### src/sv/uart_register_access_framer_macros.svh
// assertion macros for the uart register access framer
// used by the top level only; expects clk and rst_n in scope
`ifndef UART_REGISTER_ACCESS_FRAMER_MACROS_SVH
`define UART_REGISTER_ACCESS_FRAMER_MACROS_SVH

// condition implies consequence in the same cycle
`define URAF_ASSERT_SAME(label, ante, cons, msg) \
    label: assert property (@(posedge clk) disable iff (!rst_n) (ante) |-> (cons)) \
        else $error(msg);

// condition implies consequence in the next cycle
`define URAF_ASSERT_NEXT(label, ante, cons, msg) \
    label: assert property (@(posedge clk) disable iff (!rst_n) (ante) |=> (cons)) \
        else $error(msg);

`endif

### src/sv/uraf_pkg.sv
// types and constants for the uart register access framer
// no dependencies
package uraf_pkg;

    localparam logic [7:0]  SYNC_BYTE  = 8'hFE;
    localparam logic [15:0] FAIL_VALUE = 16'hFFFF;
    localparam int          READ_FLAG_BIT = 7;

    localparam logic KIND_TX     = 1'b0;
    localparam logic KIND_REPORT = 1'b1;

    localparam logic [1:0] ST_OK         = 2'd0;
    localparam logic [1:0] ST_READ_CK    = 2'd1;
    localparam logic [1:0] ST_WRITE_ECHO = 2'd2;

    localparam logic ACT_COMMAND = 1'b0;
    localparam logic ACT_RX_BYTE = 1'b1;

    // byte positions within a frame
    localparam logic [2:0] POS_SYNC  = 3'd0;
    localparam logic [2:0] POS_ADDR  = 3'd1;
    localparam logic [2:0] POS_HIGH  = 3'd2;
    localparam logic [2:0] POS_LOW   = 3'd3;
    localparam logic [2:0] POS_CKSUM = 3'd4;

    // read reply collection count
    localparam logic [1:0] RX_NONE = 2'd0;
    localparam logic [1:0] RX_HIGH = 2'd1;

    typedef enum logic [2:0] {
        PEND_NONE  = 3'b001,
        PEND_READ  = 3'b010,
        PEND_WRITE = 3'b100
    } pend_t;

    typedef struct packed {
        logic        action;
        logic        is_read;
        logic [6:0]  reg_address;
        logic [15:0] write_value;
        logic [7:0]  rx_byte;
    } cmd_t;

    typedef struct packed {
        logic        kind;
        logic [7:0]  tx_byte;
        logic        last_byte;
        logic [15:0] read_value;
        logic [1:0]  status;
    } rsp_t;

    // work handed from front to back: a frame to send or a report
    typedef struct packed {
        logic        is_report;
        logic        is_read;
        logic [7:0]  addr_byte;
        logic [7:0]  high_byte;
        logic [7:0]  low_byte;
        logic [7:0]  checksum;
        logic [15:0] value;
        logic [1:0]  status;
    } job_t;

endpackage

### src/sv/uraf_chan_if.sv
// valid/ready channel carrying one payload struct
// payload type is given per instance
interface uraf_chan_if #(parameter type payload_t = logic) ();
    logic     valid;
    logic     ready;
    payload_t data;

    modport source (output valid, output data, input ready);
    modport sink   (input valid, input data, output ready);
endinterface

### src/sv/uraf_back.sv
// back part: turns queued jobs into transmit bytes and reports
// depends on uraf_pkg and uraf_chan_if
module uraf_back
    import uraf_pkg::*;
(
    input  logic        clk,
    input  logic        rst_n,
    input  logic        job_avail,
    input  job_t        job_head,
    output logic        job_pop,
    uraf_chan_if.source rsp
);

    job_t        job_reg, job_next;
    logic        busy_reg, busy_next;
    logic [2:0]  pos_reg, pos_next;
    logic        out_valid_reg, out_valid_next;
    rsp_t        out_reg, out_next;

    logic        out_load;
    logic        emit;
    logic        is_last;
    rsp_t        item;

    assign out_load = !out_valid_reg || rsp.ready;
    assign emit     = busy_reg && out_load;
    assign is_last  = job_reg.is_report
                   || (job_reg.is_read  && (pos_reg == POS_HIGH))
                   || (!job_reg.is_read && (pos_reg == POS_CKSUM));
    assign job_pop  = job_avail && (!busy_reg || (emit && is_last));

    always_comb
    begin
        item.kind       = KIND_TX;
        item.last_byte  = 1'b0;
        item.read_value = 16'h0000;
        item.status     = ST_OK;
        case (pos_reg)
            POS_SYNC:  item.tx_byte = SYNC_BYTE;
            POS_ADDR:  item.tx_byte = job_reg.addr_byte;
            // read frames end with their checksum in the third slot
            POS_HIGH:  item.tx_byte = job_reg.is_read ? job_reg.checksum : job_reg.high_byte;
            POS_LOW:   item.tx_byte = job_reg.low_byte;
            default:   item.tx_byte = job_reg.checksum;
        endcase
        if (job_reg.is_report)
        begin
            item.kind       = KIND_REPORT;
            item.tx_byte    = 8'h00;
            item.read_value = job_reg.value;
            item.status     = job_reg.status;
        end
        else
        begin
            item.last_byte = is_last;
        end
    end

    always_comb
    begin
        job_next       = job_reg;
        busy_next      = busy_reg;
        pos_next       = pos_reg;
        out_valid_next = out_valid_reg;
        out_next       = out_reg;
        if (out_load)
        begin
            out_valid_next = emit;
            if (emit)
            begin
                out_next = item;
            end
        end
        if (emit)
        begin
            pos_next = pos_reg + 3'd1;
            if (is_last)
            begin
                busy_next = 1'b0;
            end
        end
        if (job_pop)
        begin
            job_next  = job_head;
            busy_next = 1'b1;
            pos_next  = POS_SYNC;
        end
    end

    assign rsp.valid = out_valid_reg;
    assign rsp.data  = out_reg;

    always_ff @(posedge clk)
    begin
        job_reg <= job_next;
        out_reg <= out_next;
    end

    always_ff @(posedge clk or negedge rst_n)
    begin
        if (!rst_n)
        begin
            busy_reg      <= 1'b0;
            pos_reg       <= POS_SYNC;
            out_valid_reg <= 1'b0;
        end
        else
        begin
            busy_reg      <= busy_next;
            pos_reg       <= pos_next;
            out_valid_reg <= out_valid_next;
        end
    end

endmodule

### src/flat_wrapper.sv
// flat-port wrapper written by rule: the top's interface ports become plain ports
module uraf_back_flat import uraf_pkg::*;
  (clk, rst_n, job_avail, job_head, job_pop, rsp_valid, rsp_data, rsp_ready);
  uraf_chan_if rsp_i ();
  input  logic clk;
  input  logic rst_n;
  input  logic job_avail;
  input  job_t job_head;
  output logic job_pop;
  output wire logic [$bits(rsp_i.valid)-1:0] rsp_valid;
  output wire logic [$bits(rsp_i.data)-1:0] rsp_data;
  input wire logic [$bits(rsp_i.ready)-1:0] rsp_ready;
  assign rsp_valid = rsp_i.valid;
  assign rsp_data = rsp_i.data;
  assign rsp_i.ready = rsp_ready;
  uraf_back u_core (.clk(clk), .rst_n(rst_n), .job_avail(job_avail), .job_head(job_head), .job_pop(job_pop), .rsp(rsp_i));
endmodule
### config.mk
export PLATFORM = sky130hd
export DESIGN_NAME = uraf_back_flat
export DESIGN_NICKNAME = d
export VERILOG_FILES = /design/src/sv/uart_register_access_framer_macros.svh /design/src/sv/uraf_pkg.sv /design/src/sv/uraf_chan_if.sv /design/src/sv/uraf_back.sv /design/src/flat_wrapper.sv
export SDC_FILE = /design/constraint.sdc
export NUM_CORES = 1
export LEC_CHECK = 0
export BUFFER_PORTS_ARGS = -buffer_cell sky130_fd_sc_hd__buf_4
export CAP_MARGIN = 5
export CORE_UTILIZATION = 35
export CTS_BUF_LIST = sky130_fd_sc_hd__clkbuf_4 sky130_fd_sc_hd__clkbuf_8
export DETAILED_ROUTE_END_ITERATION = 10
export PLACE_DENSITY = 0.85
export SYNTH_ARGS = -nofsm -noshare
export SYNTH_HDL_FRONTEND = slang
export SYNTH_SLANG_ARGS = --single-unit
### constraint.sdc
create_clock -name clk -period 2.5 [get_ports clk]
set_clock_uncertainty 0.15 [all_clocks]
set_input_delay 0.25 -clock clk [delete_from_list [all_inputs] [get_ports clk]]
set_output_delay 0.25 -clock clk [all_outputs]
set_load 0.01 [all_outputs]
==> flow_summary_export.csv <==
group,metric,value,unit
worst_setup_path,crit_buf_inv,2,
timing,setup_viol,0,
die,die_h,39.25,µm
finish,stdcell_area,634.4,µm²
timing,rsz0062_at_grt,"no",
synth,synth_simple_gate_area_share,20.10,%
clock_network,cts-resized-gates,0,
synth,synth_compound_area_share,16.75,%
finish,layout.nets,117,
synth,yosysSeqAreaShare,50.52,%
die,row_count,13,
synth,synthFlopType,"dfrtp_1",
die,core,1301,µm²
clock_network,h-tree-depth,1,
clock_network,clk_latency,0.28,ns
worst_setup_path,cp_slowest_cell,"dfrtp_1",
worst_setup_path,crit_fanout,4,
status,status,"complete, no violations",
routing,detail-route-antenna-nets,0,
timing,fin_crit_sh,85.31,%
routing,drc,0,
placed_design,dpl.hpwl,701.5,µm
routing,drt_iter0_markers,3,
synth,synth_enable_flop_cells,4,
die,io_pins,59,
finish,fin_util,48.75,%
routing,drtPass1Iterations,2,
worst_setup_path,path_class,"reg -> out",
timing,finalSetupTns,0,ns
timing,period_needed,2.133,ns
placed_design,gp_congestion,0.8150,
placed_design,place_inst,64,
clock_network,cts_buffers,3,
placed_design,port_buffers,9,
global_routing,grt_usage,15.50,%
timing,hold_viol_final,0,
synth,synth_seq_cells,9,
synth,synth-xor-area-share,0,%
routing,routed_wl,971,µm
synth,syn-num-nets,100,
clock_network,numClockSinks,9,
global_routing,overflow,0,
timing,worst_pin_slew,0.3417,ns
min_path,min_path_type,"in -> async",
routing,routed_via_density,5.000,
pwr,ir_drop,262.9,µV
synth,yosysWarnings,0,
pwr,p_total,0.5132,mW
clock_network,cts_tree,"yes",
global_routing,grt_pass1_wl,1504,µm
die,dieWidth,39.25,µm
timing,relSlewSlack,77.22,%
synth,synth_top_family_by_area,"simple AND/OR/NAND/NOR gates",
timing,slew_violations,0,
finish,drive_above_1_share,31.58,%
finish,area_growth,30.67,%
clock_network,cts_root_buf,"clkbuf_4",
synth,synth_mux_area_share,0,%
synth,synth_top_area_cell,"dfrtp_1",
synth,synthTopCellsByCount,"dfrtp_1, inv_1, and2_1, edfxtp_1, o21ai_0",
global_routing,grt_start_max_net_pins,10,
worst_setup_path,startpoint_type,"flop",
clock_network,cts_buffer_depth,2,
synth,synth_area,485.5,µm²
worst_setup_path,cp_slowest_stage_delay,0.39,ns
pwr,power_density,809.0,nW/µm²
die,start_util,37.31,%
worst_setup_path,worstPathArrival,1.73,ns
synth,ys_top_cells_by_area,"dfrtp_1, edfxtp_1, ha_1",
worst_setup_path,endpoint_kind,"primary output",
run,timing.max_cap.violations,0,
finish,finalNonFillerCells,72,
finish,n_antenna_cell,0,
routing,route.vias.total,360,
synth,synth_top_area_share,25.77,%
worst_setup_path,path_cells,"inv_1, ha_1, nand3b_1, a31oi_4, a22o_2, buf_4",
worst_setup_path,critical_path.top_delay_family,"compound AO/OA/AOI/OAI gates",
global_routing,antenna_found_initial,0,
worst_setup_path,cp.required,2.10,ns
synth,ys_types,20,
routing,wl_per_cell,13.49,µm
pwr,p_leak,0.2969,nW
synth,async_reset_ff_share,55.56,%
synth,synth.avg_cell_area,11.84,µm²
synth,postSynthCellCount,41,
die,die_area,1540,µm²
clock_network,clk_pin_slew,0.07,ns
placed_design,placed_area,566.8,µm²
global_routing,grt_pass1_vias,339,
timing,fmax,468.9,MHz
synth,synth_fa_ha_area_share,7.732,%
[per-stage QoR]
| step | hold slack, ns | setup WS, ns |
|---|---|---|
| 3_5_place_dp | -0.09128 | 0.6977 |
| 4_1_cts | 0.002078 | 0.3683 |
| 2_1_floorplan | -0.1956 | 0.8832 |
| 5_1_grt | 0.1601 | 0.2663 |
| 3_3_place_gp | -0.09551 | 0.7478 |
| 6_report | 0.1511 | 0.3673 |
[report_power, final]
group	total, mW	internal [mW]	switching (mW)
registers	0.230	0.194	0.0355
logic	0.164	0.0848	0.0792
clock network	0.120	0.0594	0.0603
total	0.513	0.338	0.175
[routing by layer]
layer	track usage, %	part of all wire [%]	vias up
li1	-	-	176
met1	18.73	45	173
met2	24.17	47	9
met3	3.468	4.7	2
met4	10.34	2.7	0
met5	0	0	-
[repair_timing]
| item | in CTS | in global routing |
|---|---|---|
| buffers inserted | 0 | 0 |
| hold buffers | 3 | 1 |
| hold endpoints to repair | 7 | 1 |
[path summary, 6_finish.rpt]
path	slack [ns]	from	endpoint	cells after the start
worst max-delay path	0.37	u_core.pos_reg[0]$_DFFE_PN0P_	job_pop	6
worst min-delay path	0.15	rst_n	u_core.pos_reg[2]$_DFFE_PN0P_	2
worst max register to register	0.74	u_core.pos_reg[0]$_DFFE_PN0P_	u_core.job_reg[0]$_DFFE_PP_	5
worst min register to register	0.38	u_core.job_reg[0]$_DFFE_PP_	u_core.rsp.data$_SDFFCE_PN0P_	1
max in group asynchronous	1.93	rst_n	u_core.busy_reg$_DFFE_PN0P_	2
min in group clk	0.16	job_avail	u_core.busy_reg$_DFFE_PN0P_	3
[final cells by class]
class / instances / area (µm²)
Multi-Input combinational cell: 26 / 216.5
Timing Repair Buffer: 13 / 107.6
Clock inverter: 1 / 5.005
Inverter: 5 / 18.77
Clock buffer: 3 / 22.52
Fill cell: 126 / 666.9
Tap cell: 15 / 18.77
Sequential cell: 9 / 245.2
[cell usage in the layout, fill, tap and decap left out]
cell           synthesis  routed
a221oi_2               1       1
and2_2                 1       1
nor2_1                 1       1
and2_1                 4       4
clkinv_2               0       1
dlygate4sd3_1          0       4
a22o_2                 1       1
nand2_1                1       1
nand2b_1               1       1
and3b_1                1       1
ha_1                   3       3
dfrtp_1                5       5
buf_4                  0       9
inv_1                  5       5
clkbuf_4               0       3
nand3_1                3       3
o21ai_0                4       4
nand3b_4               1       1
a221oi_1               1       1
edfxtp_1               4       4
a31oi_1                1       1
nand3b_1               1       1
a31oi_4                1       1
[cells by family (layout without fill, tap and decap cells)]
group	count (synthesis)	count (layout)
AOI/OAI and AO/OA	9	9
adders and majority gates	3	3
buffers and inverters	6	22
DFF	9	9
and+or+nand+nor	14	14
(Power assumes the default switching activity.)
