==> src/sv/uart_register_access_framer_macros.svh <==
// assertion macros for the uart register access framer
// used by the top level only; expects clk and rst_n in scope
`ifndef UART_REGISTER_ACCESS_FRAMER_MACROS_SVH
`define UART_REGISTER_ACCESS_FRAMER_MACROS_SVH

// condition implies consequence in the same cycle
`define URAF_ASSERT_SAME(label, ante, cons, msg) \
    label: assert property (@(posedge clk) disable iff (!rst_n) (ante) |-> (cons)) \
        else $error(msg);

// condition implies consequence in the next cycle
`define URAF_ASSERT_NEXT(label, ante, cons, msg) \
    label: assert property (@(posedge clk) disable iff (!rst_n) (ante) |=> (cons)) \
        else $error(msg);

`endif

==> src/sv/uraf_pkg.sv <==
// types and constants for the uart register access framer
// no dependencies
package uraf_pkg;

    localparam logic [7:0]  SYNC_BYTE  = 8'hFE;
    localparam logic [15:0] FAIL_VALUE = 16'hFFFF;
    localparam int          READ_FLAG_BIT = 7;

    localparam logic KIND_TX     = 1'b0;
    localparam logic KIND_REPORT = 1'b1;

    localparam logic [1:0] ST_OK         = 2'd0;
    localparam logic [1:0] ST_READ_CK    = 2'd1;
    localparam logic [1:0] ST_WRITE_ECHO = 2'd2;

    localparam logic ACT_COMMAND = 1'b0;
    localparam logic ACT_RX_BYTE = 1'b1;

    // byte positions within a frame
    localparam logic [2:0] POS_SYNC  = 3'd0;
    localparam logic [2:0] POS_ADDR  = 3'd1;
    localparam logic [2:0] POS_HIGH  = 3'd2;
    localparam logic [2:0] POS_LOW   = 3'd3;
    localparam logic [2:0] POS_CKSUM = 3'd4;

    // read reply collection count
    localparam logic [1:0] RX_NONE = 2'd0;
    localparam logic [1:0] RX_HIGH = 2'd1;

    typedef enum logic [2:0] {
        PEND_NONE  = 3'b001,
        PEND_READ  = 3'b010,
        PEND_WRITE = 3'b100
    } pend_t;

    typedef struct packed {
        logic        action;
        logic        is_read;
        logic [6:0]  reg_address;
        logic [15:0] write_value;
        logic [7:0]  rx_byte;
    } cmd_t;

    typedef struct packed {
        logic        kind;
        logic [7:0]  tx_byte;
        logic        last_byte;
        logic [15:0] read_value;
        logic [1:0]  status;
    } rsp_t;

    // work handed from front to back: a frame to send or a report
    typedef struct packed {
        logic        is_report;
        logic        is_read;
        logic [7:0]  addr_byte;
        logic [7:0]  high_byte;
        logic [7:0]  low_byte;
        logic [7:0]  checksum;
        logic [15:0] value;
        logic [1:0]  status;
    } job_t;

endpackage

==> src/sv/uraf_fifo.sv <==
// short job queue between front and back
// depends on uraf_pkg
module uraf_fifo
    import uraf_pkg::*;
#(
    parameter int DEPTH = 2
)
(
    input  logic clk,
    input  logic rst_n,
    input  logic push,
    input  job_t push_data,
    output logic full,
    input  logic pop,
    output logic avail,
    output job_t head
);

    localparam int AW = (DEPTH > 1) ? $clog2(DEPTH) : 1;
    localparam int CW = $clog2(DEPTH + 1);

    job_t            entries_q [DEPTH];
    logic [AW-1:0]   wr_ptr_reg, wr_ptr_next;
    logic [AW-1:0]   rd_ptr_reg, rd_ptr_next;
    logic [CW-1:0]   count_reg, count_next;
    logic            do_push, do_pop;

    assign full    = (count_reg == CW'(DEPTH));
    assign avail   = (count_reg != '0);
    assign do_push = push && !full;
    assign do_pop  = pop && avail;
    assign head    = entries_q[rd_ptr_reg];

    always_comb
    begin
        wr_ptr_next = wr_ptr_reg;
        rd_ptr_next = rd_ptr_reg;
        count_next  = count_reg;
        if (do_push)
        begin
            wr_ptr_next = (wr_ptr_reg == AW'(DEPTH - 1)) ? '0 : wr_ptr_reg + AW'(1);
        end
        if (do_pop)
        begin
            rd_ptr_next = (rd_ptr_reg == AW'(DEPTH - 1)) ? '0 : rd_ptr_reg + AW'(1);
        end
        if (do_push && !do_pop)
        begin
            count_next = count_reg + CW'(1);
        end
        else if (do_pop && !do_push)
        begin
            count_next = count_reg - CW'(1);
        end
    end

    always_ff @(posedge clk)
    begin
        if (do_push)
        begin
            entries_q[wr_ptr_reg] <= push_data;
        end
    end

    always_ff @(posedge clk or negedge rst_n)
    begin
        if (!rst_n)
        begin
            wr_ptr_reg <= '0;
            rd_ptr_reg <= '0;
            count_reg  <= '0;
        end
        else
        begin
            wr_ptr_reg <= wr_ptr_next;
            rd_ptr_reg <= rd_ptr_next;
            count_reg  <= count_next;
        end
    end

endmodule

==> config.mk <==
export PLATFORM = sky130hd
export DESIGN_NAME = uraf_fifo
export DESIGN_NICKNAME = d
export VERILOG_FILES = /design/src/sv/uart_register_access_framer_macros.svh /design/src/sv/uraf_pkg.sv /design/src/sv/uraf_fifo.sv
export SDC_FILE = /design/constraint.sdc
export NUM_CORES = 1
export LEC_CHECK = 0
export ABC_CLOCK_PERIOD_IN_PS = 6400
export BUFFER_PORTS_ARGS = -buffer_cell sky130_fd_sc_hd__buf_2
export CAP_MARGIN = 20
export CORE_UTILIZATION = 59
export CTS_BUF_LIST = sky130_fd_sc_hd__clkbuf_4
export CTS_CLUSTER_DIAMETER = 120
export DETAILED_ROUTE_END_ITERATION = 8
export PLACE_DENSITY_LB_ADDON = 0.2
export SYNTH_ARGS = -nofsm -noshare
export SYNTH_HDL_FRONTEND = slang
export SYNTH_SLANG_ARGS = --single-unit
==> constraint.sdc <==
create_clock -name clk -period 6.4 [get_ports clk]
set_input_delay 0.96 -clock clk [delete_from_list [all_inputs] [get_ports clk]]
set_output_delay 0.96 -clock clk [all_outputs]
set_load 0.005 [all_outputs]
==> results.toml, run 1 <==
[placed_design]
place_inst = 382
gp_congestion = 0.764
place_ws_ns = 3.80
post_dp_cell_area_mm2 = 0.00479
dp_hpwl_mm = 3.99
port_buffers = 109

[die]
initial_core_util = 0.615
num_rows = 30
pin_count = 110
die_y_um = 86.4
die_w_um = 86.4
core-area_mm2 = 0.00683
die_area_mm2 = 0.00747

[setup_path]
path_delay_family = "flip-flops"
arrival_ns = 2.03
path_cells = "mux2_2 > buf_2"
critPathKind = "reg -> out"
path_max_fanout = 53
crit_slowest_cell = "dfrtp_4"
cp-start-kind = "flop"
end_kind = "primary output"
max_stage_delay_ns = 1.06
crit_required_ns = 5.44
worst-path-buf-inv = 1

[grt]
grt_max_degree = 54
grt.met1_usage = 0.184
gr-usage-met2 = 0.297
antenna_found_initial = 0
grt_usage = 0.167
grt_overflow_total = 0
grt_pass1_wl_mm = 8.95
grt_most_used_layer = "met2"
grt_pass1_vias = 1957
grtUsageMet3 = 0.0400

[clock_tree]
htreeDepth = 3
cts_buffers = 9
clkSinkCount = 108
clockBufferDepth = 2
post-cts-setup-buffers = 0
clk_latency_ns = 0.42
hold_buffers = 0
cts_tree = "built"
cts_resized = 0
cts-root-buf = "clkbuf_4"
clk_pin_slew_worst_paths_ns = 0.13

[pwr]
pwr-share-clk = 0.178
power.leakage_nw = 2.01
p_sw_frac = 0.267
p_int_mw = 1.53
power.density_mw_per_mm2 = 421
seqPwrFrac = 0.528
p_switching_mw = 0.556
irDropWorstVdd_v = 0.000262
power_frac_comb = 0.294

[finish]
drive_above_1_share = 0.606
final_util = 0.725
n_antenna_cell = 0
largest_reg_flops = 104
layout-area-overhead-vs-synth_pct = 17.7
nets = 354
final_cell_count_no_fill = 398
postLayoutCellArea_mm2 = 0.00495
n_fill_cell = 468

[synthesis]
ys_types = 16
synth_simple_gate_area_frac = 0.00863
synthXorXnorAreaFrac = 0.0104
muxShareOfSynthArea = 0.183
synth_top_family_by_area = "multiplexers"
synth_nets = 238
yosysWarningCount = 0
ys_seq_elements = 108
yosysSeqAreaShare = 0.767
synthesis.area_mm2 = 0.00420
avgSynthCellArea_um2 = 23.2
synth-adder-area-share = 0.00298
synth_compound_area_frac = 0
postSynthCellCount = 181

[sta]
rsz0062_at_grt = "no"
fmax_mhz = 335
fin_ws_ns = 3.41
clock_skew_ns = 0.0184
max-slew-margin-rel = 0.351
setup-violations-final = 0
drv_slew = 0
hold_viol_final = 0
tns_ns = 0
tightest_slew_ns = 0.974
period_share = 0.467
fin_crit_ns = 2.99

[detailed_routing]
drc = 0
ant_nets = 0
via_per_inst = 4.99
drtPass1Iterations = 3
wl_per_cell_um = 15.2
drtIter0Drc = 82
postRouteWirelength_mm = 6.05
via_count = 1988

[run]
drv_cap = 0

[hold_path]
hold_path.class = "in -> async"

[status]
outcome = "completed"
==> worst paths after layout <==
check	startpoint	slack, ns	endpoint	depth (start not counted)
max	rd_ptr_reg	3.41	head[35]	2
min reg2reg	count_reg[1]	0.52	count_reg[1]	1
max in group asynchronous	rst_n	5.93	rd_ptr_reg	1
max reg2reg	count_reg[0]	4.30	entries_q[0][22]	4
min	rst_n	0.33	count_reg[1]	1
min in group clk	count_reg[1]	0.52	count_reg[1]	1
==> routing by layer <==
layer,part of all wire,up-vias
met1,0.40,970
met5,0,-
met3,0.052,11
met2,0.52,66
met4,0.020,0
li1,-,941
==> cell usage after synthesis <==
cell	instances	area share
buf_6	1	0.0027
and3_1	1	0.0015
or2_1	1	0.0015
mux2_2	3	0.0080
buf_12	5	0.024
nor2_1	2	0.0018
xor2_1	2	0.0042
mux2_4	49	0.18
xnor2_1	3	0.0063
ha_1	1	0.0030
nand2_2	1	0.0015
inv_1	2	0.0018
edfxtp_1	104	0.74
nand2b_1	1	0.0015
dfrtp_1	4	0.024
nand2_1	1	0.00089
==> power groups by stage <==
| stage | Sequential (mW) | Combinational, mW | Clock (mW) |
|---|---|---|---|
| final | 1.10 | 0.613 | 0.370 |
| after global routing | 1.12 | 0.661 | 0.402 |
| after global placement | 1.11 | 0.617 | 0 |
| after CTS | 1.11 | 0.626 | 0.380 |
| after floorplan | 1.02 | 0.544 | 0 |
| after detailed placement | 1.12 | 0.624 | 0 |
==> kinds of logic (layout without fill, tap and decap cells) <==
family / count (synthesis) / count (layout)
fa+ha+maj: 1 / 1
xor+xnor: 5 / 5
flops: 108 / 108
buf+inv: 8 / 129
mux: 52 / 52
simple gates: 7 / 7
==> final cells by class <==
| type | instances | area [um2] | area share |
|---|---|---|---|
| multi-input cells | 65 | 871 | 0.176 |
| inverters | 2 | 7.51 | 0.00152 |
| repair buffers | 111 | 561 | 0.113 |
| flip-flops and latches | 108 | 3230 | 0.652 |
| clock inverters | 4 | 73.8 | 0.0149 |
| clock buffers | 12 | 90.1 | 0.0182 |
| well taps | 96 | 120 | 0.0243 |
==> worst register-to-register path: stages (launching register included) <==
cell and delay (ns):
dfrtp_1 0.43, nand2b_1 0.17, nand2_1 0.15, nor2_4 0.50, buf_4 0.51
==> metrics by stage <==
step	power [mW]	hold WS (ns)
floorplan	1.57	0.456
global placement	1.73	0.478
detailed placement	1.75	0.494
CTS	2.11	0.298
global route	2.18	0.300
finish	2.08	0.331
==> cells in the final DEF (no fill, tap or decap), types with 2 or more instances in the layout <==
master     instances
buf_2            109
edfxtp_1         104
mux2_4            49
clkbuf_4          12
mux2_2             3
xnor2_1            3
dfrtp_1            3
inv_1              2
xor2_1             2
bufinv_16          2
buf_4              2
(Power assumes the default switching activity.)
==> inputs of run 2 (changes only) <==
Settings changed: ABC_CLOCK_PERIOD_IN_PS 6400 to 2770, CORE_UTILIZATION 59 to 54.
Clock period 6.4 ns to 2.77 ns, I/O delays scaled along.
==> results.toml, run 2 (same netlist as run 1, synthesis figures left out) <==
[die]
die_y_um = 90.2
num_rows = 31
die_w_um = 90.2
die_area_mm2 = 0.00814
pin_count = 110
initial_core_util = 0.570
core-area_mm2 = 0.00737

[detailed_routing]
via_per_inst = 4.92
drtPass1Iterations = 4
ant_nets = 0
wl_per_cell_um = 15.7
via_count = 1986
drc = 0
drtIter0Drc = 150
postRouteWirelength_mm = 6.33

[setup_path]
max_stage_delay_ns = 0.77
r2r_setup_slack_ns = 0.89
crit_required_ns = 2.35
end_kind = "primary output"
r2r-end = "entries_q[1][27]"
r2r-start = "count_reg[0]"
arrival_ns = 1.99
cp-start-kind = "flop"
crit_slowest_cell = "dfrtp_4"
path_delay_family = "flip-flops"
reg2reg_depth = 3
critPathKind = "reg -> out"
path_cells = "buf_12 > mux2_4 > buf_2"
path_max_fanout = 28
worst-path-buf-inv = 2
cp-startpoint = "rd_ptr_reg"

[finish]
largest_reg_flops = 104
drive_above_1_share = 0.607
n_antenna_cell = 0
postLayoutCellArea_mm2 = 0.00499
final_common_cell = "buf_2"
final_cell_mix = "buf_2, edfxtp_1, mux2_4"
layout-area-overhead-vs-synth_pct = 18.7
nets = 357

[clock_tree]
clk_latency_ns = 0.43
clockBufferDepth = 2
cts-root-buf = "clkbuf_4"
post-cts-setup-buffers = 0
clk_pin_slew_worst_paths_ns = 0.17
cts_tree = "built"
cts_buffers = 9
htreeDepth = 3
clkSinkCount = 108

[hold_path]
holdCritStartpoint = "push_data[7]"
hold_depth = 1
min_to = "entries_q[1][7]"
hold_path.class = "in -> reg"

[pwr]
total_power_mw = 4.80
power.leakage_nw = 2.03
p_int_mw = 3.45
seqPwrFrac = 0.507
power.density_mw_per_mm2 = 963
p_switching_mw = 1.35
pwr-share-clk = 0.166
irDropWorstVdd_v = 0.000597
p_sw_frac = 0.282
power_frac_comb = 0.327

[placed_design]
place_ws_ns = 0.842
port_buffers = 109
dp_hpwl_mm = 4.25
post_dp_cell_area_mm2 = 0.00483
gp_congestion = 0.748

[sta]
clock_skew_ns = 0.0198
tightest_slew_ns = 0.539
hold_viol_final = 0
fmax_mhz = 416
drv_slew = 0
fin_crit_ns = 2.40
rsz0062_at_grt = "no"
tns_ns = 0
setup-violations-final = 0
max-slew-margin-rel = 0.641
timing.hold.ws_ns = 0.160
period_share = 0.868
fin_ws_ns = 0.367

[grt]
grt_usage = 0.168
antenna_found_initial = 0
grt_max_degree = 50
grt_overflow_total = 0
grt_pass1_wl_mm = 10.2
grt_pass1_vias = 2027

[status]
outcome = "completed"

[run]
drv_cap = 0
-- run 2: power by group through the flow --
stage	clock [mW]	sequential, mW	combinational, mW
after floorplan	0	2.36	1.26
after global placement	0	2.46	1.59
after detailed placement	0	2.48	1.60
after CTS	0.824	2.44	1.61
after global routing	0.883	2.48	1.70
final	0.798	2.43	1.57
-- run 2: worst max path at each step --
| stage | endpoint | slack [ns] | depth (start not counted) |
|---|---|---|---|
| final | head[30] | 0.37 | 3 |
| after global routing | head[30] | 0.25 | 3 |
| after CTS | head[16] | 0.32 | 3 |
| after detailed placement | head[16] | 0.84 | 3 |
| after global placement | head[16] | 0.85 | 3 |
| after floorplan | entries_q[0][0] | 0.37 | 3 |
-- run 2: metal layers --
layer	GRT usage	wire, um	up-vias
li1	-	-	945
met1	0.209	2640	963
met2	0.275	3230	74
met3	0.0592	415	4
met4	0.0538	48	0
met5	0	0	-
-- run 2: timing repair --
item                                   4_1_cts  5_1_grt
endpoints found under the hold margin        4        0
hold buffers                                 1        0
resized for setup                            0        0
-- run 2: final cells by class --
type,instances,area (um2)
fill,541,2380
timing repair buffer,114,611
clock buffer,9,67.6
clock inverter,7,81.3
inverter,2,7.51
multi-input combinational,65,871
sequential,108,3230
tap,99,124
-- run 2: per-stage QoR --
step / std cells / util
6_report: 404 / 0.677
5_1_grt: 404 / 0.677
3_5_place_dp: 387 / 0.655
3_3_place_gp: 387 / 0.655
4_1_cts: 404 / 0.677
2_1_floorplan: 181 / -
==> inputs of run 3 (changes only) <==
Settings changed: CELL_PAD_IN_SITES_DETAIL_PLACEMENT set to 1, CELL_PAD_IN_SITES_GLOBAL_PLACEMENT set to 2, CORE_UTILIZATION 54 to 40.
==> results.toml, run 3 (same netlist as run 1, synthesis figures left out) <==
[die]
die_w_um = 105
pin_count = 110
core-area_mm2 = 0.0103
initial_core_util = 0.409
num_rows = 37
die_area_mm2 = 0.0109
die_y_um = 105

[run]
drv_cap = 0

[detailed_routing]
via_count = 2019
postRouteWirelength_mm = 7.25
drtIter0Drc = 77
drc = 0
wl_per_cell_um = 16.4
drtPass1Iterations = 2
ant_nets = 0
via_per_inst = 4.56

[finish]
n_antenna_cell = 0
drive_above_1_share = 0.609
layout-area-overhead-vs-synth_pct = 20.0
largest_reg_flops = 104
final_common_cell = "buf_2"
n_fill_cell = 1000
nets = 359
final_cell_mix = "buf_2, edfxtp_1, mux2_4"

[grt]
grt_pass1_vias = 2134
grt_usage = 0.137
grt_overflow_total = 0
antenna_found_initial = 0
grt_pass1_wl_mm = 11.0
grt_max_degree = 43

[placed_design]
place_ws_ns = 0.720
gp_congestion = 0.635
dp_hpwl_mm = 5.00
port_buffers = 109

[sta]
drv_slew = 0
clock_skew_ns = 0.0185
setup-violations-final = 0
fin_crit_ns = 2.48
max-slew-margin-rel = 0.591
period_share = 0.896
tns_ns = 0
tightest_slew_ns = 0.613
hold_viol_final = 0
rsz0062_at_grt = "no"
fmax_mhz = 403
fin_ws_ns = 0.289

[setup_path]
path_max_fanout = 34
end_kind = "primary output"
critPathKind = "reg -> out"
cp-start-kind = "flop"
arrival_ns = 2.07
crit_required_ns = 2.35

[clock_tree]
post-cts-setup-buffers = 0
clockBufferDepth = 2
cts_tree = "built"
clk_pin_slew_worst_paths_ns = 0.17
clk_latency_ns = 0.44
hold_buffers = 1
cts-root-buf = "clkbuf_4"
clkSinkCount = 108
cts_resized = 0
htreeDepth = 3
cts_buffers = 9

[hold_path]
hold_path.class = "in -> reg"

[pwr]
irDropWorstVdd_v = 0.000429
power.density_mw_per_mm2 = 959
power.leakage_nw = 2.04

[status]
outcome = "completed"
run 3: changes by cell type in the layout (fill, tap and decap cells not counted):
cell      previous run  this run
buf_4                2         4
clkbuf_4             9        10
inv_8                1         0
run 3: worst paths after layout:
kind,end,startpoint,cells past startpoint,slack [ns]
worst min-delay path,entries_q[1][29],push_data[29],1,0.15
max in group asynchronous,rd_ptr_reg,rst_n,2,2.30
min in group asynchronous,count_reg[1],rst_n,2,0.31
worst max register to register,entries_q[1][11],count_reg[0],3,1.02
worst min register to register,count_reg[1],count_reg[1],1,0.52
worst max-delay path,head[17],rd_ptr_reg,3,0.29
run 3: area by class of cell:
class,count,area (um2),share of cell area
Tap cell,136,170,0.0337
Clock buffer,10,75.1,0.0149
Timing Repair Buffer,116,626,0.124
Clock inverter,6,70.1,0.0139
Multi-Input combinational cell,65,871,0.173
Inverter,2,7.51,0.00149
Sequential cell,108,3230,0.639
run 3: per-layer routing:
metal	GRT usage	vias up	share of wire
met1	0.157	1002	0.41
met5	0	-	0
li1	-	947	-
met2	0.245	59	0.53
met4	0.0582	0	0.015
met3	0.0307	11	0.043
run 3: critical path: stages, from the launching register on:
cell,delay [ns]
dfrtp_4,0.86
buf_4,0.33
mux2_4,0.32
buf_2,0.13
run 3: metrics by stage:
| stage | total power [mW] | instances | util | hold WS [ns] | cell area (um2) |
|---|---|---|---|---|---|
| final | 4.84 | 443 | 0.491 | 0.151 | 5050 |
| after global routing | 5.10 | 443 | 0.491 | 0.116 | 5050 |
| after CTS | 4.93 | 443 | 0.491 | 0.127 | 5050 |
| after detailed placement | 4.13 | 426 | 0.476 | 0.241 | 4890 |
| after global placement | 4.09 | 426 | 0.476 | 0.237 | 4890 |
| after floorplan | 3.62 | 181 | - | 0.120 | 4210 |
run 3: power by group:
part	switching, mW	internal [mW]
logic	0.636	0.935
clock network	0.504	0.297
registers	0.234	2.23
total	1.37	3.46
